## src/hw/rtl/sji_mul.sv

```systemverilog
// shared signed multiplier with registered product
module sji_mul (
    input  logic               i_clk,
    input  logic signed [32:0] i_a,
    input  logic signed [32:0] i_b,
    output logic signed [65:0] o_p
);
    always_ff @(posedge i_clk) begin
        o_p <= i_a * i_b;
    end
endmodule

```

## config.mk

```make
export PLATFORM = sky130hd
export DESIGN_NAME = sji_mul
export DESIGN_NICKNAME = d
export VERILOG_FILES = /design/src/hw/rtl/sji_mul.sv
export SDC_FILE = /design/constraint.sdc
export NUM_CORES = 2
export LEC_CHECK = 0
export ABC_CLOCK_PERIOD_IN_PS = 13100
export BUFFER_PORTS_ARGS = -buffer_cell sky130_fd_sc_hd__clkbuf_2
export CORE_AREA = 2 2 289 291
export DETAILED_ROUTE_END_ITERATION = 7
export DIE_AREA = 0 0 291 293
export PLACE_DENSITY = 0.76
export SYNTH_ARGS = -nofsm -noshare
export SYNTH_HDL_FRONTEND = slang
export SYNTH_SLANG_ARGS = --single-unit
```

## constraint.sdc

```tcl
create_clock -name i_clk -period 13.1 [get_ports i_clk]
set_input_delay 0.655 -clock i_clk [delete_from_list [all_inputs] [get_ports i_clk]]
set_output_delay 0.655 -clock i_clk [all_outputs]
set_load 0.05 [all_outputs]
```

# --- Word level (Yosys, flattened, before mapping) ---
# Cells that the tools add are included.
op_classes:
  n_mul: 1
op_table:
  columns: ["op", "count"]
  rows:
  - ["$mul 33x33->66", 1]
word_totals:
  reg_bits: 66
  inputBits: 67
  output_inout_bits: 66
  wordCells: 2

# --- Longest topological paths before layout ---
depth:
  ltp_word: 1
  ltp_mapped: 27
  depth_no_buf: 26

# --- Worst setup path after synthesis ---
# No wires, ideal clock.
synth_timing:
  path_type: "input-to-reg"
  start: "in i_a[32]"
  end: "reg o_p[62]"
  t_arrival_ps: 7812
  t_required_ps: 13021
  path_slack_ps: 5209
  cell_stages: 23
  path_buffers: 2
  path_cell_list: "clkbuf_1 > nand2_1 > inv_1 > fa_1 > fa_1 > fa_1 > fa_1 > fa_1 > fa_1 > fa_1 > inv_1 > fa_1 > inv_1 > ha_1 > clkbuf_1 > and3_1 > nand3_1 > nand2b_1 > a2111oi_4 > a211oi_4 > a21o_2 > a21o_1 > a211oi_2"
synth_between:
  elab_chain_len: 1
synth_lines:
  columns: ["element", "line", "text"]
  rows:
  - ["from (decl)", "4", "input logic signed [32:0] i_a,"]
  - ["$mul 33x33->66", "9", "o_p <= i_a * i_b;"]
  - ["to (signal assigned)", "9", null]
  - ["to (decl)", "6", "output logic signed [65:0] o_p"]
# Every way passes these cells.

# --- Worst setup path after layout ---
layout_timing:
  start: "in i_b[1]"
  end: "reg o_p[63]"
layout_between:
  elab_chain_len: 1
layout_lines:
  columns: ["element", "line", "text"]
  rows:
  - ["from (decl)", "5", "input logic signed [32:0] i_b,"]
  - ["$mul 33x33->66", "9", null]
# Every way passes these cells.

==> metrics <==
CTS sink count 66; Hold Crit Endpoint o_p[0]; Pre-antenna DRT Iters 5; CTS Buf Count 9; GRT overflow 0; largest net degree at the start of global routing 34; Max-Cap Viols 0; sequential share of the synthesized area 0.0324; Largest register FFs 66; hpwl dp 85700 um; Synth Area in Simple Gates 0.158; die area about 0.085 mm^2; multiplexer area fraction after synthesis 0; syn_area_per_cell roughly 9.4 um^2; Max Slew Vio Count 0; main combinational cell family by area after synthesis adder cells; row count 105; commonest non-fill, non-tap cell in the layout fa_1; clk buf depth 2; XOR/XNOR share of the synthesized area 0.0146; CTS root buffer clkbuf_16; Critical Path Slowest Stage Cell fa_1; post-synthesis cell type count 80; first-pass GRT wire length 168000 um; Setup Total Neg Slack 0 ns; Cell Area, Synth about 0.04 mm^2; Critical Path AT 8.94 ns; CTS tree built; Mapped Nets between 5000 and 6000; NumNets Final between 5000 and 6000; Antenna Nets Post-Route 0; CP Capture Type register; DR iter-0 viols 1731; Slew @ Worst Pin around 1.1 ns; total wire length ~100000 um; #FFs+latches synth 66; Final Hold Fails 0; GPL Wtd Cong roughly 0.9; post-CTS setup buffers 0; Die X 291 um; PortBufs about 130; Critical Path RT between 10 and 15 ns; post-synthesis compound-gate area fraction 0.0407; Most common cell on crit path fa_1; final period utilization 0.658; Initial Utilization 0.498; commonest cells after routing, fill and taps aside 1145 x fa_1, 1131 x inv_1, 562 x and2_1; Wirelength per Cell ~19 um; Residual DRC 0; vias per inst 5.38; Die Y approximately 300 um; hold path cells 3; status finished clean; biggest regs o_p (66); DR vias about 29000; P&R area growth vs syn 3.88%; Max Clock Freq between 0.1 and 0.15 GHz; Hold WC Path Type input pin to register; CTS resizes 0; fraction of layout cells with a size suffix above 1 0.0465; total core area 0.0818 mm^2; Overall Global Routing Usage 0.252; largest reg by FF count o_p; Setup crit start kind input pin; kind of critical path input pin to register; initial antenna violation count 6; Post-synth EDFFs 0; unrepaired setup endpoints after global routing false; crit-path max FO 33; hold_sp i_a[0]; Adder-Cell Fraction of Synth Area 0.629; Synth Warn # 0; Max-slew headroom 0.277; top_reg_cell synth dfxtp_1; Clock Pin Slew Worst Setup and Hold Paths around 0.07 ns; vias in the first global route 31727; crit path time final ~8.6 ns; # setup viols final 0; Cell Chain, Critical Path clkbuf_2 > and2_1 > fa_1 > fa_1 > fa_1 > fa_1 > fa_1 > fa_1 > fa_1 > inv_1 > fa_1 > inv_1 > ha_1 > and2_1 > and3_1 > nand4_1 > nor4_1 > a21oi_4 > or3b_1 > nand3_1; ys async rst share 0; CTS HTree Levels 3; I/O pin count around 130; crit-path max cell delay approximately 1.3 ns; Post-CTS Hold Fix Bufs 0; Post-Syn Instances roughly 4300
## area by class of cell
class                      count  area [um^2]
antenna                        1         2.50
clock buffer                   9          225
clock inverter                 7          100
fill                        7335        39500
inverter                    1131         4250
multi-input combinational   2920        34300
sequential                    66         1320
tap                         1070         1340
timing repair buffer         146          766
## critical path: cells and delay by family
family,cells,cell delay (ns)
AND/OR/NAND/NOR,7,1.89
AO/OA/AOI/OAI,1,0.20
adder cells (fa/ha/maj),9,5.62
buffers and inverters,3,0.53
## synth_stat cells, types with 4 or more instances
master / number / area share
o21a_1: 6 / 0.0011
nor3_1: 7 / 0.00086
and2_1: 562 / 0.086
a211oi_1: 7 / 0.0013
buf_2: 11 / 0.0014
clkbuf_1: 208 / 0.019
nand3_1: 25 / 0.0031
dfxtp_1: 66 / 0.032
xor2_1: 25 / 0.0054
nor2b_1: 5 / 0.00077
a21oi_1: 57 / 0.0070
inv_1: 1131 / 0.10
nand2_1: 551 / 0.051
a21o_1: 36 / 0.0066
o211ai_1: 4 / 0.00074
ha_1: 217 / 0.067
nand2b_1: 12 / 0.0018
nand4_1: 11 / 0.0017
a211o_1: 6 / 0.0013
xnor2_1: 43 / 0.0092
o21ai_1: 6 / 0.00074
o21ai_0: 25 / 0.0031
and4_1: 5 / 0.0011
fa_1: 1145 / 0.56
nor2_1: 68 / 0.0063
and3_1: 5 / 0.00077
o21bai_1: 11 / 0.0020
a31oi_1: 8 / 0.0012
## cell families (layout without fill, tap and decap cells)
kind of cell / Yosys count / in the layout
adder cells (fa/ha/maj): 1362 / 1362
buffers and inverters: 1352 / 1293
AND/OR/NAND/NOR: 1271 / 1271
AO/OA/AOI/OAI: 219 / 219
XOR/XNOR: 68 / 68
flip-flops: 66 / 66
other: 0 / 1
## worst max path at each step
stage / from / cells past startpoint / end
2_1_floorplan: i_a[32] / 23 / o_p[62]
3_3_place_gp: i_b[0] / 22 / o_p[62]
3_5_place_dp: i_b[0] / 21 / o_p[63]
4_1_cts: i_b[0] / 22 / o_p[58]
5_1_grt: i_b[0] / 22 / o_p[58]
6_report: i_b[1] / 20 / o_p[63]
## stage by stage
stage                      util  cell area (um^2)  hold slack [ns]  std cells  worst slack [ns]
after global routing      0.517             42300            0.944       5350              4.00
after floorplan               -             40700            0.782       4338              5.21
after global placement    0.513             42000             1.15       5333              4.28
final                     0.517             42300            0.954       5350              4.48
after CTS                 0.517             42300            0.924       5349              4.50
after detailed placement  0.513             42000             1.15       5333              4.14
## layer usage
layer  track usage  share of wire  up-vias
li1              -              -    12192
met1         0.305           0.36    15220
met2         0.446           0.52     1073
met3        0.0293          0.055      302
met4         0.128          0.057        6
met5             0        0.00033        -
Power is left out: the tool's default activity adds up to more than one toggle a clock period on the data nets, which glitch-free logic cannot reach.
