--- src/hw/rtl/sji_pkg.sv ---
// shared types and constants of the snapshot jitter interpolator
package sji_pkg;

    localparam int CFG_IDX_W  = 2;
    localparam int CFG_DATA_W = 16;

    localparam logic [CFG_IDX_W-1:0] CFG_ENTITY_ID = 2'd0;
    localparam logic [CFG_IDX_W-1:0] CFG_LOCAL     = 2'd1;
    localparam logic [CFG_IDX_W-1:0] CFG_DELAY     = 2'd2;

    localparam logic [15:0] DELAY_RESET = 16'd6554;

    localparam logic [2:0] ST_STORED  = 3'd0;
    localparam logic [2:0] ST_STALE   = 3'd1;
    localparam logic [2:0] ST_IGNORED = 3'd2;
    localparam logic [2:0] ST_NO_DATA = 3'd3;
    localparam logic [2:0] ST_HELD    = 3'd4;
    localparam logic [2:0] ST_INTERP  = 3'd5;

    // 0.9995 and 1e-6 in Q28
    localparam logic signed [33:0] DOT_LERP_LIMIT = 34'sd268301238;
    localparam logic [31:0]        LEN_LIMIT      = 32'd268;

    localparam logic [5:0] T_STEPS    = 6'd16;
    localparam logic [5:0] NORM_STEPS = 6'd29;
    localparam logic [5:0] SQRT_STEPS = 6'd32;

    typedef logic signed [31:0] t_q28;

    typedef struct packed {
        logic               action;
        logic [15:0]        sender_id;
        logic [15:0]        seq_number;
        logic [31:0]        now_time;
        logic signed [31:0] in_pos_x;
        logic signed [31:0] in_pos_y;
        logic signed [31:0] in_pos_z;
        logic signed [15:0] in_rot_x;
        logic signed [15:0] in_rot_y;
        logic signed [15:0] in_rot_z;
        logic signed [15:0] in_rot_w;
    } t_in_item;

    typedef struct packed {
        logic [2:0]         status;
        logic signed [31:0] out_pos_x;
        logic signed [31:0] out_pos_y;
        logic signed [31:0] out_pos_z;
        logic signed [15:0] out_rot_x;
        logic signed [15:0] out_rot_y;
        logic signed [15:0] out_rot_z;
        logic signed [15:0] out_rot_w;
    } t_out_item;

    typedef struct packed {
        logic [31:0]        slot_time;
        logic signed [31:0] pos_x;
        logic signed [31:0] pos_y;
        logic signed [31:0] pos_z;
        logic signed [15:0] rot_x;
        logic signed [15:0] rot_y;
        logic signed [15:0] rot_z;
        logic signed [15:0] rot_w;
    } t_slot;

    typedef struct packed {
        logic        start;
        logic        is_sqrt;
        logic [35:0] init_rem;
        logic [63:0] bits;
        logic [31:0] divisor;
        logic [5:0]  steps;
    } t_ds_cmd;

    typedef struct packed {
        logic        busy;
        logic        done;
        logic [31:0] result;
    } t_ds_rsp;

endpackage

--- src/hw/rtl/sji_divsqrt.sv ---
// shared shift-subtract unit: restoring division or bit-pair square root
module sji_divsqrt import sji_pkg::*; (
    input  logic    i_clk,
    input  logic    i_rst_n,
    input  t_ds_cmd i_cmd,
    output t_ds_rsp o_rsp
);
    logic        r_busy;
    logic        r_done;
    logic        r_sqrt;
    logic [35:0] r_rem;
    logic [63:0] r_bits;
    logic [31:0] r_q;
    logic [31:0] r_div;
    logic [5:0]  r_cnt;

    logic [35:0] w_sh;
    logic [35:0] w_try;
    logic        w_ge;
    logic [35:0] w_diff;

    always_comb begin
        if (r_sqrt) begin
            w_sh  = {r_rem[33:0], r_bits[63:62]};
            w_try = {2'b00, r_q, 2'b01};
        end else begin
            w_sh  = {r_rem[34:0], r_bits[63]};
            w_try = {4'b0000, r_div};
        end
        w_ge   = (w_sh >= w_try);
        w_diff = w_sh - w_try;
    end

    always_ff @(posedge i_clk) begin
        if (!i_rst_n) begin
            r_busy <= 1'b0;
            r_done <= 1'b0;
        end else begin
            r_done <= 1'b0;
            if (i_cmd.start) begin
                r_busy <= 1'b1;
            end else if (r_busy && r_cnt == 6'd1) begin
                r_busy <= 1'b0;
                r_done <= 1'b1;
            end
        end
    end

    always_ff @(posedge i_clk) begin
        if (i_cmd.start) begin
            r_sqrt <= i_cmd.is_sqrt;
            r_rem  <= i_cmd.init_rem;
            r_bits <= i_cmd.bits;
            r_q    <= '0;
            r_div  <= i_cmd.divisor;
            r_cnt  <= i_cmd.steps;
        end else if (r_busy) begin
            r_rem  <= w_ge ? w_diff : w_sh;
            r_q    <= {r_q[30:0], w_ge};
            r_bits <= r_sqrt ? {r_bits[61:0], 2'b00} : {r_bits[62:0], 1'b0};
            r_cnt  <= r_cnt - 6'd1;
        end
    end

    assign o_rsp.busy   = r_busy;
    assign o_rsp.done   = r_done;
    assign o_rsp.result = r_q;
endmodule

--- config.mk ---
export PLATFORM = sky130hd
export DESIGN_NAME = sji_divsqrt
export DESIGN_NICKNAME = d
export VERILOG_FILES = /design/src/hw/rtl/sji_pkg.sv /design/src/hw/rtl/sji_divsqrt.sv
export SDC_FILE = /design/constraint.sdc
export NUM_CORES = 1
export LEC_CHECK = 0
export BUFFER_PORTS_ARGS = -buffer_cell sky130_fd_sc_hd__buf_4
export CAP_MARGIN = 20
export CELL_PAD_IN_SITES_DETAIL_PLACEMENT = 1
export CELL_PAD_IN_SITES_GLOBAL_PLACEMENT = 1
export CORE_ASPECT_RATIO = 0.5
export CORE_MARGIN = 2
export CORE_UTILIZATION = 48
export DETAILED_ROUTE_END_ITERATION = 12
export GPL_TIMING_DRIVEN = 0
export PLACE_DENSITY_LB_ADDON = 0.08
export SETUP_SLACK_MARGIN = 0.4
export SYNTH_ARGS = -nofsm -noshare
export SYNTH_HDL_FRONTEND = slang
export SYNTH_SLANG_ARGS = --single-unit
--- constraint.sdc ---
create_clock -name i_clk -period 10.5 [get_ports i_clk]
set_clock_uncertainty 0.2 [all_clocks]
set_input_delay 0 -clock i_clk [delete_from_list [all_inputs] [get_ports i_clk]]
set_output_delay 0 -clock i_clk [all_outputs]
set_load 0.01 [all_outputs]
## Yosys cells after proc, flatten, opt, wreduce, memory -nomap -nowiden

Index checks and enable logic that the tools add are counted.

- Reductions and logical operators: 4
- Bitwise logic cells: 1
- Add/subtract/negate cells: 2
- Mux-type cells: 13
- Eq/ne operators: 1
- Order comparisons: 1

Operators by type and width:

| cell | count |
|---|---|
| 64-bit 2-to-1 mux | 3 |
| 35-bit 2-to-1 mux | 3 |
| 36-bit by 34-bit >= comparator with 1-bit output | 1 |
| 36-bit 2-to-1 mux | 1 |
| 35-bit by 34-bit subtractor with 35-bit output | 1 |
| 34-bit 2-to-1 mux | 1 |
| 6-bit 2-to-1 mux | 2 |
| 6-bit by 1-bit equality test with 1-bit output (second input constant) | 1 |
| 6-bit by 1-bit subtractor with 6-bit output (second input constant) | 1 |
| 2-bit nonzero test | 2 |
| 1-bit 2-to-1 mux | 3 |
| 2-bit OR reduction | 1 |
| 1-bit logical AND | 1 |
| 1-bit inverter | 1 |

- Flip-flop bits (word level): 172
- Input bits: 142
- Output and inout port bits: 34

## Logic depth before layout (Yosys ltp)

- Word-level depth: 5
- Depth in mapped cells: 19
- Mapped depth without buffers: 12

## Worst setup path after synthesis

Ideal clock, no wire load.

- Path type: register -> register
- From: reg r_sqrt
- To: reg r_rem[34], data pin
- Setup slack: 5.730 ns
- Cell stages (with the launch flop): 17
- Arrival: 4.312 ns
- Required time: 10.042 ns
- Library setup time: 0.258 ns
- Cells stage by stage: edfxtp_1 > clkbuf_1 > clkbuf_1 > clkbuf_1 > buf_1 > buf_2 > mux2i_1 > ha_1 > buf_6 > a21o_1 > a211o_1 > a211o_1 > a31o_1 > a41o_4 > a41o_1 > a211o_1 > o221a_2

- Word-level cells in the longest chain between the ends: 5

Ends and longest elaborated chain:

| element | line | source |
|---|---|---|
| from (decl) | sji_divsqrt.sv:10 | `logic r_sqrt;` |
| from (signal assigned) | sji_divsqrt.sv:51 | `r_sqrt <= i_cmd.is_sqrt;` |
| 36-bit 2-to-1 mux / 34-bit 2-to-1 mux (equally long branches) | sji_divsqrt.sv:23 | `if (r_sqrt) begin` |
| 35-bit by 34-bit subtractor with 35-bit output / 36-bit by 34-bit >= comparator with 1-bit output (equally long branches) | sji_divsqrt.sv:31, sji_divsqrt.sv:30 |  |
| 35-bit 2-to-1 mux * | sji_divsqrt.sv:58 | `r_rem <= w_ge ? w_diff : w_sh;` |
| 35-bit 2-to-1 mux * | sji_divsqrt.sv:57 | `end else if (r_busy) begin` |
| 35-bit 2-to-1 mux * | sji_divsqrt.sv:50 | `if (i_cmd.start) begin` |
| to (signal assigned) | sji_divsqrt.sv:52 | `r_rem <= i_cmd.init_rem;` |
| to (signal assigned) | sji_divsqrt.sv:58 |  |
| to (decl) | sji_divsqrt.sv:11 | `logic [35:0] r_rem;` |

Every way passes the cells marked *; elsewhere a longest branch is shown, timed or not. The select of a mux whose other input is x is not followed.
A chain may end at the register's enable or synchronous reset.

## Final worst setup path

- From: reg r_sqrt
- To: reg r_rem[0], data pin

Same word-level chain as after synthesis.

==> metrics.cfg <==
[status]
outcome=completed

[worst_hold_path]
hold_path_class=in -> reg

[cells_and_area]
postLayoutCellArea_sq_mm=0.0142
finalNetCount=1532
area_growth_pct=35.3
layout_commonest_cell=buf_4
utilization_pct=65.9
final_cell_mix=buf_4 (178), dlygate4sd3_1 (140), edfxtp_1 (138), mux2i_1 (125), nand2_1 (109)
drive_gt1_share_pct=19.9

[power]
p_seq_share_pct=31.9
swShare_pct=40.0
p_sw_mw=1.15
intPower_mw=1.72
power.leakage_nw=5.83
powerDensity_mw_per_mm2=202
clockPowerShare_pct=24.5
vdd_drop_max_mv=0.164
combPwrFrac_pct=43.5

[sta]
final.min_clock_period_ps=6960
setup_viol=0
finalHoldViolations=0
period_share_pct=66.3
rsz0062_at_grt=no
hold_slack_ps=47.6
max_slew.worst_pin.slew_ps=1080
fmax_ghz=0.144
worst_slack_ps=3540
slew_headroom_pct=28.2
drv_slew=0
tns_ps=0

[synthesis]
syn_area_per_cell_sq_um=10.3
ys_ff_latch=172
syn_area_sq_mm=0.0105
yosysUniqueCellTypes=65
synth_edf_count=138
ys_seq_area_share_pct=45.9
yosys.area.top_type_share_pct=39.4
ys.flop_type=edfxtp_1
yosys_warnings=0
async_reset_ff_share_pct=0
synth_fp_nets=1198
synthCells=1019
netlist_top_cells_area=edfxtp_1 (39%), mux2i_1 (12%), dfxtp_1 (6.5%)
post-synth-top-area-cell=edfxtp_1

[drt]
drt-total-wl_microns=46900
drc=0
viasPerCell=6.34
num_vias=10563
wire_per_inst_microns=28.2
ant_nets=0
first_iter_violations=1103
drt_first_pass_iters=7

[setup_path]
timing.rr.start=r_sqrt
worstPathArrival_ps=6980
crit_path_end=r_rem[0]
worstRegToRegCells=17
cp-startpoint=r_sqrt
worst-path-max-fanout=10
r2r_end=r_rem[0]
path_class=reg -> reg
end_kind=flip-flop
cp.required_ps=10520
startpoint_type=flip-flop
reg2reg_slack_ps=3540

[placed_design]
io_buffers=174
post-place-ws_ps=3900
place_hpwl_microns=26900
gp_congestion=0.939
dpl_cell_area_sq_mm=0.0122

[flow_run]
cap_violations=0

[clocking]
root_buffer=clkbuf_16
cts_tree=yes
cts_sinks=172
cts_buffers=17
clock_latency_ps=470
clock_tree.buffer_depth=2
clk_pin_slew_ps=80
post_cts_resized=0
hold_buffers=140
post_cts_buffers=0
h-tree-depth=4

[global_routing]
grt_pass1_vias=11289
grt_pass1_wl_microns=68900
antenna_found_initial=1
grt_usage_pct=41.1
grt.overflow.total=0
grt_max_degree=61

[floorplan]
io_pins=176
initial_utilization_pct=48.7
die_h_microns=109
coreArea_sq_mm=0.0216
die_x_microns=213
row_count=38
dieArea_sq_mm=0.0232

-- synth_stat cells (10+ instances only) --
library cell,n
edfxtp_1,138
mux2i_1,125
nand2_1,109
o21ai_0,98
nor2_1,66
clkbuf_1,49
ha_1,36
dfxtp_1,34
a21oi_1,33
mux2_2,33
a21o_1,24
nand3_1,23
a31oi_1,22
buf_2,16
nor3_1,14
xnor2_1,13
o211ai_1,12
a211oi_1,10
inv_1,10
o31ai_1,10
-- final cells by class --
cell class	instances	area, sq um
Antenna cell	1	2.50
Buffer	77	332
Timing Repair Buffer	315	2740
Multi-Input combinational cell	760	5330
Clock inverter	14	168
Tap cell	300	375
Fill cell	2314	7350
Sequential cell	172	4820
Inverter	10	37.5
Clock buffer	18	429
-- power by group through the flow --
stage / Clock [mW] / Sequential (mW) / Combinational (mW)
floorplan: 0 / 0.897 / 0.792
global placement: 0 / 0.915 / 1.08
detailed placement: 0 / 0.919 / 1.11
CTS: 0.672 / 0.907 / 1.17
global route: 0.718 / 0.923 / 1.33
finish: 0.704 / 0.917 / 1.25
-- through the flow --
stage / total power, mW / instances
after global routing: 2.97 / 1667
after global placement: 1.99 / 1493
after floorplan: 1.69 / 1019
after CTS: 2.75 / 1666
after detailed placement: 2.03 / 1494
final: 2.87 / 1667
-- cells by family (layout without fill, tap and decap cells) --
kind of cell               count (synthesis)  in the layout  share of synthesized area [%]
other                                      0              1                              0
DFF                                      172            172                           45.9
adders and majority gates                 37             37                           4.47
buffers and inverters                     87            434                           3.51
xor gates and xnor gates                  22             22                           1.83
AOI/OAI and AO/OA                        286            286                           18.1
muxes                                    158            158                           15.4
and+or+nand+nor                          257            257                           10.8
-- layer usage --
metal  vias to the layer above  wire [microns]  GRT usage (%)
met5                         -               0              0
met4                         0            2530           24.3
met3                       159            4020           10.3
met2                       630           22300           68.4
met1                      5248           18100           48.8
li1                       4526               -              -
-- sequential cells by signal (all words and copies together), names as in the netlist --
name    flops
r_bits     64
r_sqrt      1
r_busy      1
r_q        32
r_rem      35
r_div      32
r_cnt       6
r_done      1
-- critical path, cell delays in order (launching register included) --
cell,delay (ps)
edfxtp_1,330
clkbuf_1,300
clkbuf_1,570
clkbuf_1,860
buf_1,640
buf_2,470
mux2i_1,410
ha_1,330
and4_1,360
and3_1,210
o41ai_1,100
a211oi_1,440
o21ai_1,160
a21oi_1,190
buf_2,330
buf_2,370
o21ai_0,140
a31o_2,270
-- how the worst min path moves through the flow --
| stage | to | from | cells after the start | slack, ps |
|---|---|---|---|---|
| 2_1_floorplan | r_div[0] | i_cmd[6] | 0 | -100 |
| 3_3_place_gp | r_div[7] | i_cmd[13] | 1 | -20 |
| 3_5_place_dp | r_div[10] | i_cmd[16] | 1 | -20 |
| 4_1_cts | r_div[9] | i_cmd[15] | 2 | 40 |
| 5_1_grt | r_div[8] | i_cmd[14] | 2 | 60 |
| 6_report | r_div[9] | i_cmd[15] | 2 | 50 |
(Power assumes the default switching activity.)
