### src/hw/rtl/sji_pkg.sv
// shared types and constants of the snapshot jitter interpolator
package sji_pkg;

    localparam int CFG_IDX_W  = 2;
    localparam int CFG_DATA_W = 16;

    localparam logic [CFG_IDX_W-1:0] CFG_ENTITY_ID = 2'd0;
    localparam logic [CFG_IDX_W-1:0] CFG_LOCAL     = 2'd1;
    localparam logic [CFG_IDX_W-1:0] CFG_DELAY     = 2'd2;

    localparam logic [15:0] DELAY_RESET = 16'd6554;

    localparam logic [2:0] ST_STORED  = 3'd0;
    localparam logic [2:0] ST_STALE   = 3'd1;
    localparam logic [2:0] ST_IGNORED = 3'd2;
    localparam logic [2:0] ST_NO_DATA = 3'd3;
    localparam logic [2:0] ST_HELD    = 3'd4;
    localparam logic [2:0] ST_INTERP  = 3'd5;

    // 0.9995 and 1e-6 in Q28
    localparam logic signed [33:0] DOT_LERP_LIMIT = 34'sd268301238;
    localparam logic [31:0]        LEN_LIMIT      = 32'd268;

    localparam logic [5:0] T_STEPS    = 6'd16;
    localparam logic [5:0] NORM_STEPS = 6'd29;
    localparam logic [5:0] SQRT_STEPS = 6'd32;

    typedef logic signed [31:0] t_q28;

    typedef struct packed {
        logic               action;
        logic [15:0]        sender_id;
        logic [15:0]        seq_number;
        logic [31:0]        now_time;
        logic signed [31:0] in_pos_x;
        logic signed [31:0] in_pos_y;
        logic signed [31:0] in_pos_z;
        logic signed [15:0] in_rot_x;
        logic signed [15:0] in_rot_y;
        logic signed [15:0] in_rot_z;
        logic signed [15:0] in_rot_w;
    } t_in_item;

    typedef struct packed {
        logic [2:0]         status;
        logic signed [31:0] out_pos_x;
        logic signed [31:0] out_pos_y;
        logic signed [31:0] out_pos_z;
        logic signed [15:0] out_rot_x;
        logic signed [15:0] out_rot_y;
        logic signed [15:0] out_rot_z;
        logic signed [15:0] out_rot_w;
    } t_out_item;

    typedef struct packed {
        logic [31:0]        slot_time;
        logic signed [31:0] pos_x;
        logic signed [31:0] pos_y;
        logic signed [31:0] pos_z;
        logic signed [15:0] rot_x;
        logic signed [15:0] rot_y;
        logic signed [15:0] rot_z;
        logic signed [15:0] rot_w;
    } t_slot;

    typedef struct packed {
        logic        start;
        logic        is_sqrt;
        logic [35:0] init_rem;
        logic [63:0] bits;
        logic [31:0] divisor;
        logic [5:0]  steps;
    } t_ds_cmd;

    typedef struct packed {
        logic        busy;
        logic        done;
        logic [31:0] result;
    } t_ds_rsp;

endpackage

### src/hw/rtl/sji_slots.sv
// snapshot ring memory with per-slot valid bits and registered read
module sji_slots import sji_pkg::*; #(
    parameter int SLOTS = 8
) (
    input  logic                     i_clk,
    input  logic                     i_rst_n,
    input  logic                     i_we,
    input  logic [$clog2(SLOTS)-1:0] i_waddr,
    input  t_slot                    i_wdata,
    input  logic [$clog2(SLOTS)-1:0] i_raddr,
    output t_slot                    o_rdata
);
    t_slot            r_mem [SLOTS];
    logic [SLOTS-1:0] r_valid;
    t_slot            r_rd;
    logic             r_rd_ok;

    always_ff @(posedge i_clk) begin
        if (i_we) begin
            r_mem[i_waddr] <= i_wdata;
        end
        r_rd <= r_mem[i_raddr];
    end

    always_ff @(posedge i_clk) begin
        if (!i_rst_n) begin
            r_valid <= '0;
            r_rd_ok <= 1'b0;
        end else begin
            if (i_we) begin
                r_valid[i_waddr] <= 1'b1;
            end
            r_rd_ok <= r_valid[i_raddr];
        end
    end

    // an unwritten slot reads as empty
    always_comb begin
        o_rdata = r_rd;
        if (!r_rd_ok) begin
            o_rdata.slot_time = '0;
        end
    end
endmodule

### config.mk
export PLATFORM = sky130hd
export DESIGN_NAME = sji_slots
export DESIGN_NICKNAME = d
export VERILOG_FILES = /design/src/hw/rtl/sji_pkg.sv /design/src/hw/rtl/sji_slots.sv
export SDC_FILE = /design/constraint.sdc
export NUM_CORES = 1
export LEC_CHECK = 0
export BUFFER_PORTS_ARGS = -buffer_cell sky130_fd_sc_hd__buf_2
export CORE_MARGIN = 2
export CORE_UTILIZATION = 48
export CTS_BUF_LIST = sky130_fd_sc_hd__clkbuf_4 sky130_fd_sc_hd__clkbuf_8
export CTS_CLUSTER_SIZE = 24
export DETAILED_ROUTE_END_ITERATION = 7
export PLACE_DENSITY = 0.75
export SLEW_MARGIN = 20
export SYNTH_ARGS = -nofsm -noshare
export SYNTH_HDL_FRONTEND = slang
export SYNTH_SLANG_ARGS = --single-unit
### constraint.sdc
create_clock -name i_clk -period 18.3 [get_ports i_clk]
set_input_delay 5.49 -clock i_clk [delete_from_list [all_inputs] [get_ports i_clk]]
set_output_delay 5.49 -clock i_clk [all_outputs]
set_load 0.02 [all_outputs]
# Word level (Yosys, flattened, before mapping)
# Memory sizes are Yosys's and may differ from the RTL's. A register that Yosys moved wholly into a read port is not among the register bits.
# Index checks and enable logic that the tools add are counted.
# W data, S select, Z words.
[totals]
ff_bits = 9
mem_bits_rw = 1536
out_inout_bits = 192
word_cells = 15
mem_count = 1
[op_classes]
order_cmp = 3
muxes = 7
n_bitwise = 1
reduce_logical = 1
[mem_list]
columns = ["memory", "depth", "word_bits", "rd", "rd_ports_with_merged_regs", "wr", "line", "rtl"]
rows = [
  ["r_mem", 8, 192, 1, 1, 1, "sji_slots.sv:13", "t_slot r_mem [SLOTS];"],
]
[ops]
columns = ["op", "count"]
rows = [
  ["$mux W32", 1],
  ["$lt A3 B4 Y1 const B", 2],
  ["$or A8 B8 Y8", 1],
  ["$mux W1", 4],
  ["$bmux W1 S3", 1],
  ["$demux W1 S3", 1],
  ["$ge A3 B1 Y1 const B", 1],
  ["$logic_and A1 B1 Y1", 1],
]

# Logic depth before layout (Yosys ltp)
# Gate-level depths: netlist of run 1.
[depth]
ltp_word = 5
depth_mapped = 6

# Least setup slack after synthesis of run 1
# No wires, ideal clock.
[synth_path]
path_kind = "input-to-reg"
from = "in i_waddr[1]"
to = "mem r_mem[0][0] in the netlist's numbering (enable)"
setup_ns = 0.984
arrival_ns = 18.745
path_slack_ns = -1.429
cell_stages = 1
path_buffers = 0
path_cell_list = "nor3_1"
[synth_lines]
columns = ["item", "line", "rtl"]
rows = [
  ["start, declared", "sji_slots.sv:8", "input logic [$clog2(SLOTS)-1:0] i_waddr,"],
  ["end, declared", "sji_slots.sv:13", ""],
]
# No word-level cell before the write port.

==> results of run 1 <==
==> cells in the mapped netlist, drive strengths merged <==
cell type | n | area (um^2)
clkbuf | 33 | 124
buf | 239 | 1790
nor2 | 7 | 26.3
nor3 | 2 | 10.0
mux2i | 1 | 10.0
dfxtp | 201 | 4020
mux2 | 193 | 2170
nand2b | 3 | 18.8
nand2 | 2 | 7.51
o31ai | 1 | 7.51
a311oi | 1 | 8.76
edfxtp | 1536 | 46100
mux4 | 385 | 8670
inv | 1 | 3.75
o21a | 8 | 60.1
and2 | 32 | 200
==> state kept, by name, indices dropped and copies added (netlist names) <==
name,cells
o_rdata,160
r_mem,1536
r_rd,32
r_rd_ok,1
r_valid,8
==> per-stage QoR <==
stage	cell area (um^2)	worst slack (ns)	hold WS (ns)	utilization
final	71900	9.98	0.461	0.548
after global routing	71900	9.70	0.489	0.548
after CTS	71800	9.99	0.465	0.548
after detailed placement	66000	8.88	0.451	0.503
after global placement	66000	8.91	0.441	0.503
after floorplan	63300	3.85	0.435	-
==> worst max path at each step <==
stage          startpoint     endpoint  slack, ns
2_1_floorplan  i_waddr[2]  r_mem[2][0]       3.85
3_3_place_gp   i_raddr[0]  o_rdata[85]       8.91
3_5_place_dp   i_raddr[0]  o_rdata[96]       8.88
4_1_cts        i_raddr[0]  o_rdata[89]       9.99
5_1_grt        i_raddr[0]  o_rdata[72]       9.70
6_report       i_raddr[0]  o_rdata[89]       9.98
==> routing by layer <==
metal / global-route usage / wire length, um
met1: 0.238 / 49500
met2: 0.298 / 61500
met3: 0.0510 / 8860
met4: 0.0572 / 2560
met5: 0 / 155
==> worst max-delay path: cells and delay by family <==
family / cells / cell delay (ns)
buf+inv: 4 / 2.64
mux: 2 / 0.87
==> power by group through the flow <==
stage	clock [mW]	combinational, mW	sequential, mW
global route	3.66	0.487	4.53
floorplan	0	0.346	4.61
global placement	0	0.455	4.60
detailed placement	0	0.463	4.61
CTS	3.49	0.464	4.52
finish	3.39	0.455	4.52
==> kinds of logic after synthesis <==
kind of cell	after synthesis
compound gates	10
buf+inv	273
flops	1737
mux	579
simple gates	46
==> cell type report <==
class,instances,area share
multi-input cells,635,0.157
inverters,1,0.0000522
diodes,11,0.000383
clock inverters,77,0.00736
flip-flops and latches,1737,0.698
well taps,1755,0.0306
repair buffers,430,0.0336
clock buffers,430,0.0736
==> flow_metrics.tcl, run 1 <==
set metrics [dict create \
    drtPass1Iterations 7 \
    fin_worst_skew_ns 0.0641 \
    crit_path_start_kind "input port" \
    worstHoldPathType "flip-flop to flip-flop" \
    htreeDepth 5 \
    viasPerCell 5.37 \
    cts_buffers 289 \
    ys_types 19 \
    sequentialPowerShare 0.541 \
    ys_seq_area_frac 0.793 \
    synth_area_um2 63300 \
    syn_inst 2645 \
    p_int_mw 6.61 \
    switching_share 0.210 \
    port_buffers 392 \
    cts_setup_buffers 0 \
    yosysWarnings 0 \
    slew_violations 0 \
    crit_top_cell "buf_4" \
    reg2reg_depth 2 \
    layout.nets 3295 \
    num_rows 133 \
    critPathKind "input port to flip-flop" \
    crit_slowest_cell "buf_4" \
    cp-end-kind "flip-flop" \
    path_max_fanout 58 \
    yosys-mux-area-fraction 0.172 \
    path_cells "buf_8 > buf_4 > buf_4 > buf_4 > mux4_2 > mux2_2" \
    clock_sinks 1737 \
    cp.required_ns 19.12 \
    synth_top_family_by_area "multiplexers" \
    hold_viol 0 \
    holdBufCountCts 0 \
    routed_wl_mm 123 \
    layout-drive-gt1-share 0.450 \
    grt_max_degree 114 \
    post_cts_resize_count 0 \
    worstMarginPinSlew_ns 1.00 \
    avgSynthCellArea_um2 23.9 \
    p_clk_frac 0.405 \
    cts-root-buf "clkbuf_8" \
    synth_fa_ha_area_frac 0 \
    dp_cells 4558 \
    drt_drc_violations_left 0 \
    fin_cells 5076 \
    peakVddDrop_mv 0.0835 \
    worstHoldStart "r_valid[0]" \
    period_share 0.455 \
    p_total_mw 8.37 \
    grt_pass1_vias 29200 \
    syn_to_final_growth_pct 13.6 \
    grt_pass1_wl_mm 181 \
    io_pins 393 \
    drt-initial-drc-count 2079 \
    clk_pin_slew_worst_paths_ns 0.06 \
    setup-violations-final 0 \
    synth-simple-area-share 0.00415 \
    layout_common_cells "1536 x edfxtp_1, 389 x buf_2, 385 x mux4_2" \
    setup_tns_ns 0 \
    synthXorXnorAreaFrac 0 \
    tritoncts "done" \
    multi_input_area_um2 11300 \
    nFillCells 9711 \
    cts_buffer_depth 4 \
    rrSetupSlack_ns 17.01 \
    post-route-min-period_ns 8.32 \
    max_freq_mhz 120 \
    core_region_area_um2 131000 \
    gr-total-overflow 0 \
    combPwrFrac 0.054 \
    grt_util_all_layers 0.182 \
    ant_nets 0 \
    p_leak_nw 23.9 \
    relSlewSlack 0.330 \
    synth_compound_area_frac 0.00121 \
    rsz0062_at_grt "no" \
    gp_congestion 0.721 \
    final_common_cell "edfxtp_1" \
    timing.rr.start "r_mem[6][45]" \
    grt_antenna_before_repair 29 \
    switchingPower_mw 1.76 \
    hold-path-cell-count 1 \
    arrival_ns 9.14 \
    ys_ff_latch 1737 \
    hpwlAfterDp_mm 61.7 \
    die_h_um 367 \
    cap_violations 0 \
    rr_endpoint "o_rdata[45]" \
    drt-wirelength-per-cell_um 24.1 \
    fp.dieW_um 367 \
    outcome "finished, final reports clean" \
    initial_core_util 0.482 \
    powerDensity_nw_per_um2 116 \
    seq_area_um2 50100 \
    holdPathEnd "r_valid[0]" \
    slowest_delay_ns 0.79 \
    vias 27200 \
    clkLatencyLatePin_ns 0.99 \
    syn-num-nets 2846 \
    dieArea_um2 135000 \
]
No activity file was read; power rests on OpenSTA's default activity.
==> inputs of run 2 (changes only) <==
==> constraint.sdc (replaced) <==
create_clock -name i_clk -period 6.9 [get_ports i_clk]
set_input_delay 2.07 -clock i_clk [delete_from_list [all_inputs] [get_ports i_clk]]
set_output_delay 2.07 -clock i_clk [all_outputs]
set_load 0.02 [all_outputs]
==> run 2 against run 1 <==
  * Register-to-register slack got worse by 11 ns
  * Global-route usage barely moved
  * Sequential power rose to 2.7 times the previous value
==> flow_metrics.tcl, run 2 (synthesis results as in run 1) <==
set metrics [dict create \
    max_freq_mhz 221 \
    p_leak_nw 24.1 \
    reg2reg_depth 2 \
    largest_reg_flops 1536 \
    powerDensity_nw_per_um2 310 \
    fin_util 0.551 \
    grt_antenna_before_repair 29 \
    timing.rr.start "r_mem[0][35]" \
    crit_path_start_kind "flip-flop" \
    holdPathEnd "r_valid[4]" \
    fin_ws_ns 2.38 \
    cts_buffer_depth 4 \
    path_cells "buf_4 > and2_1 > buf_2" \
    rrSetupSlack_ns 5.59 \
    period_share 0.656 \
    post-route-min-period_ns 4.52 \
    worstHoldPathType "flip-flop to flip-flop" \
    nFillCells 9629 \
    tritoncts "done" \
    clock_sinks 1737 \
    worstMarginPinSlew_ns 1.00 \
    syn_to_final_growth_pct 14.3 \
    layout.nets 3300 \
    relSlewSlack 0.333 \
    htreeDepth 5 \
    initial_core_util 0.482 \
    setup-violations-final 0 \
    grt_pass1_wl_mm 183 \
    holdBufCountCts 0 \
    cts-root-buf "clkbuf_8" \
    layout-drive-gt1-share 0.454 \
    ant_nets 0 \
    seq_area_um2 50100 \
    viasPerCell 5.41 \
    cp.required_ns 4.83 \
    crit_slowest_cell "dfxtp_1" \
    final_common_cell "edfxtp_1" \
    grt_max_degree 115 \
    clk_pin_slew_worst_paths_ns 0.06 \
    slowest_delay_ns 0.55 \
    fin_cells 5075 \
    arrival_ns 2.45 \
    fin_worst_skew_ns 0.0750 \
    drt-wirelength-per-cell_um 24.1 \
    slew_violations 0 \
    cp-end-kind "primary output" \
    port_buffers 392 \
    hold_viol 0 \
    drtPass1Iterations 5 \
    multi_input_area_um2 11300 \
    holdWs_ns 0.471 \
    worstHoldStart "r_valid[4]" \
    io_pins 393 \
    fp.dieW_um 367 \
    cts_setup_buffers 0 \
    die_h_um 367 \
    setup_tns_ns 0 \
    outcome "finished, final reports clean" \
    core_region_area_um2 131000 \
    gr-total-overflow 0 \
    post_cts_resize_count 0 \
    worst-path-buf-inv 2 \
    grt_util_all_layers 0.182 \
    routed_wl_mm 122 \
    cap_violations 0 \
    drt-initial-drc-count 2091 \
    cts_buffers 287 \
    path_max_fanout 25 \
    gp_congestion 0.708 \
    dp_slack_ns 2.43 \
    dp_cells 4565 \
    clkLatencyLatePin_ns 1.01 \
    vias 27500 \
    peakVddDrop_mv 0.266 \
    critPathKind "flip-flop to primary output" \
    drt_drc_violations_left 0 \
    crit_family "buffers and inverters" \
    rsz0062_at_grt "no" \
    layout_common_cells "1536 x edfxtp_1, 389 x buf_2, 385 x mux4_2" \
    hold-path-cell-count 1 \
    dieArea_um2 135000 \
    top_register "r_mem" \
    rr_endpoint "o_rdata[35]" \
    num_rows 133 \
    hpwlAfterDp_mm 62.6 \
    grt_pass1_vias 29600 \
]
run 2: power by group:
group | total [mW] | switching [mW] | internal, mW
sequential | 12.0 | 0.114 | 11.9
combinational | 1.22 | 0.694 | 0.529
clock | 9.22 | 3.84 | 5.38
total | 22.4 | 4.65 | 17.8
run 2: cell type report:
cell class / count / share of cell area
tap: 1755 / 0.0304
multi-input combinational: 635 / 0.156
timing repair buffer: 437 / 0.0366
inverter: 1 / 0.0000519
clock inverter: 78 / 0.0102
antenna: 8 / 0.000277
clock buffer: 424 / 0.0725
sequential: 1737 / 0.694
run 2: worst max path at each step:
stage          cells past startpoint            to  startpoint
2_1_floorplan                      2   r_mem[0][0]  i_waddr[2]
3_3_place_gp                       4     r_rd[177]  i_raddr[0]
3_5_place_dp                       4     r_rd[191]  i_raddr[0]
4_1_cts                            3  o_rdata[162]     r_rd_ok
5_1_grt                            3  o_rdata[162]     r_rd_ok
6_report                           3  o_rdata[162]     r_rd_ok
run 2: worst reg2reg max path, stage by stage, from the launching register on:
cell and delay, ns:
edfxtp_1 0.37, mux4_2 0.47, mux2_2 0.31
run 2: layer usage:
metal,vias to the layer above,global-route usage,part of all wire
met5,-,0,0.0016
met4,32,0.0669,0.026
met3,278,0.0493,0.066
met2,862,0.291,0.49
met1,14500,0.242,0.41
li1,11800,-,-
run 2: stage by stage:
stage / cell area, um^2 / power, mW
4_1_cts: 72300 / 22.7
3_5_place_dp: 66300 / 13.5
5_1_grt: 72300 / 23.2
3_3_place_gp: 66300 / 13.4
6_report: 72300 / 22.4
2_1_floorplan: 63400 / 13.1
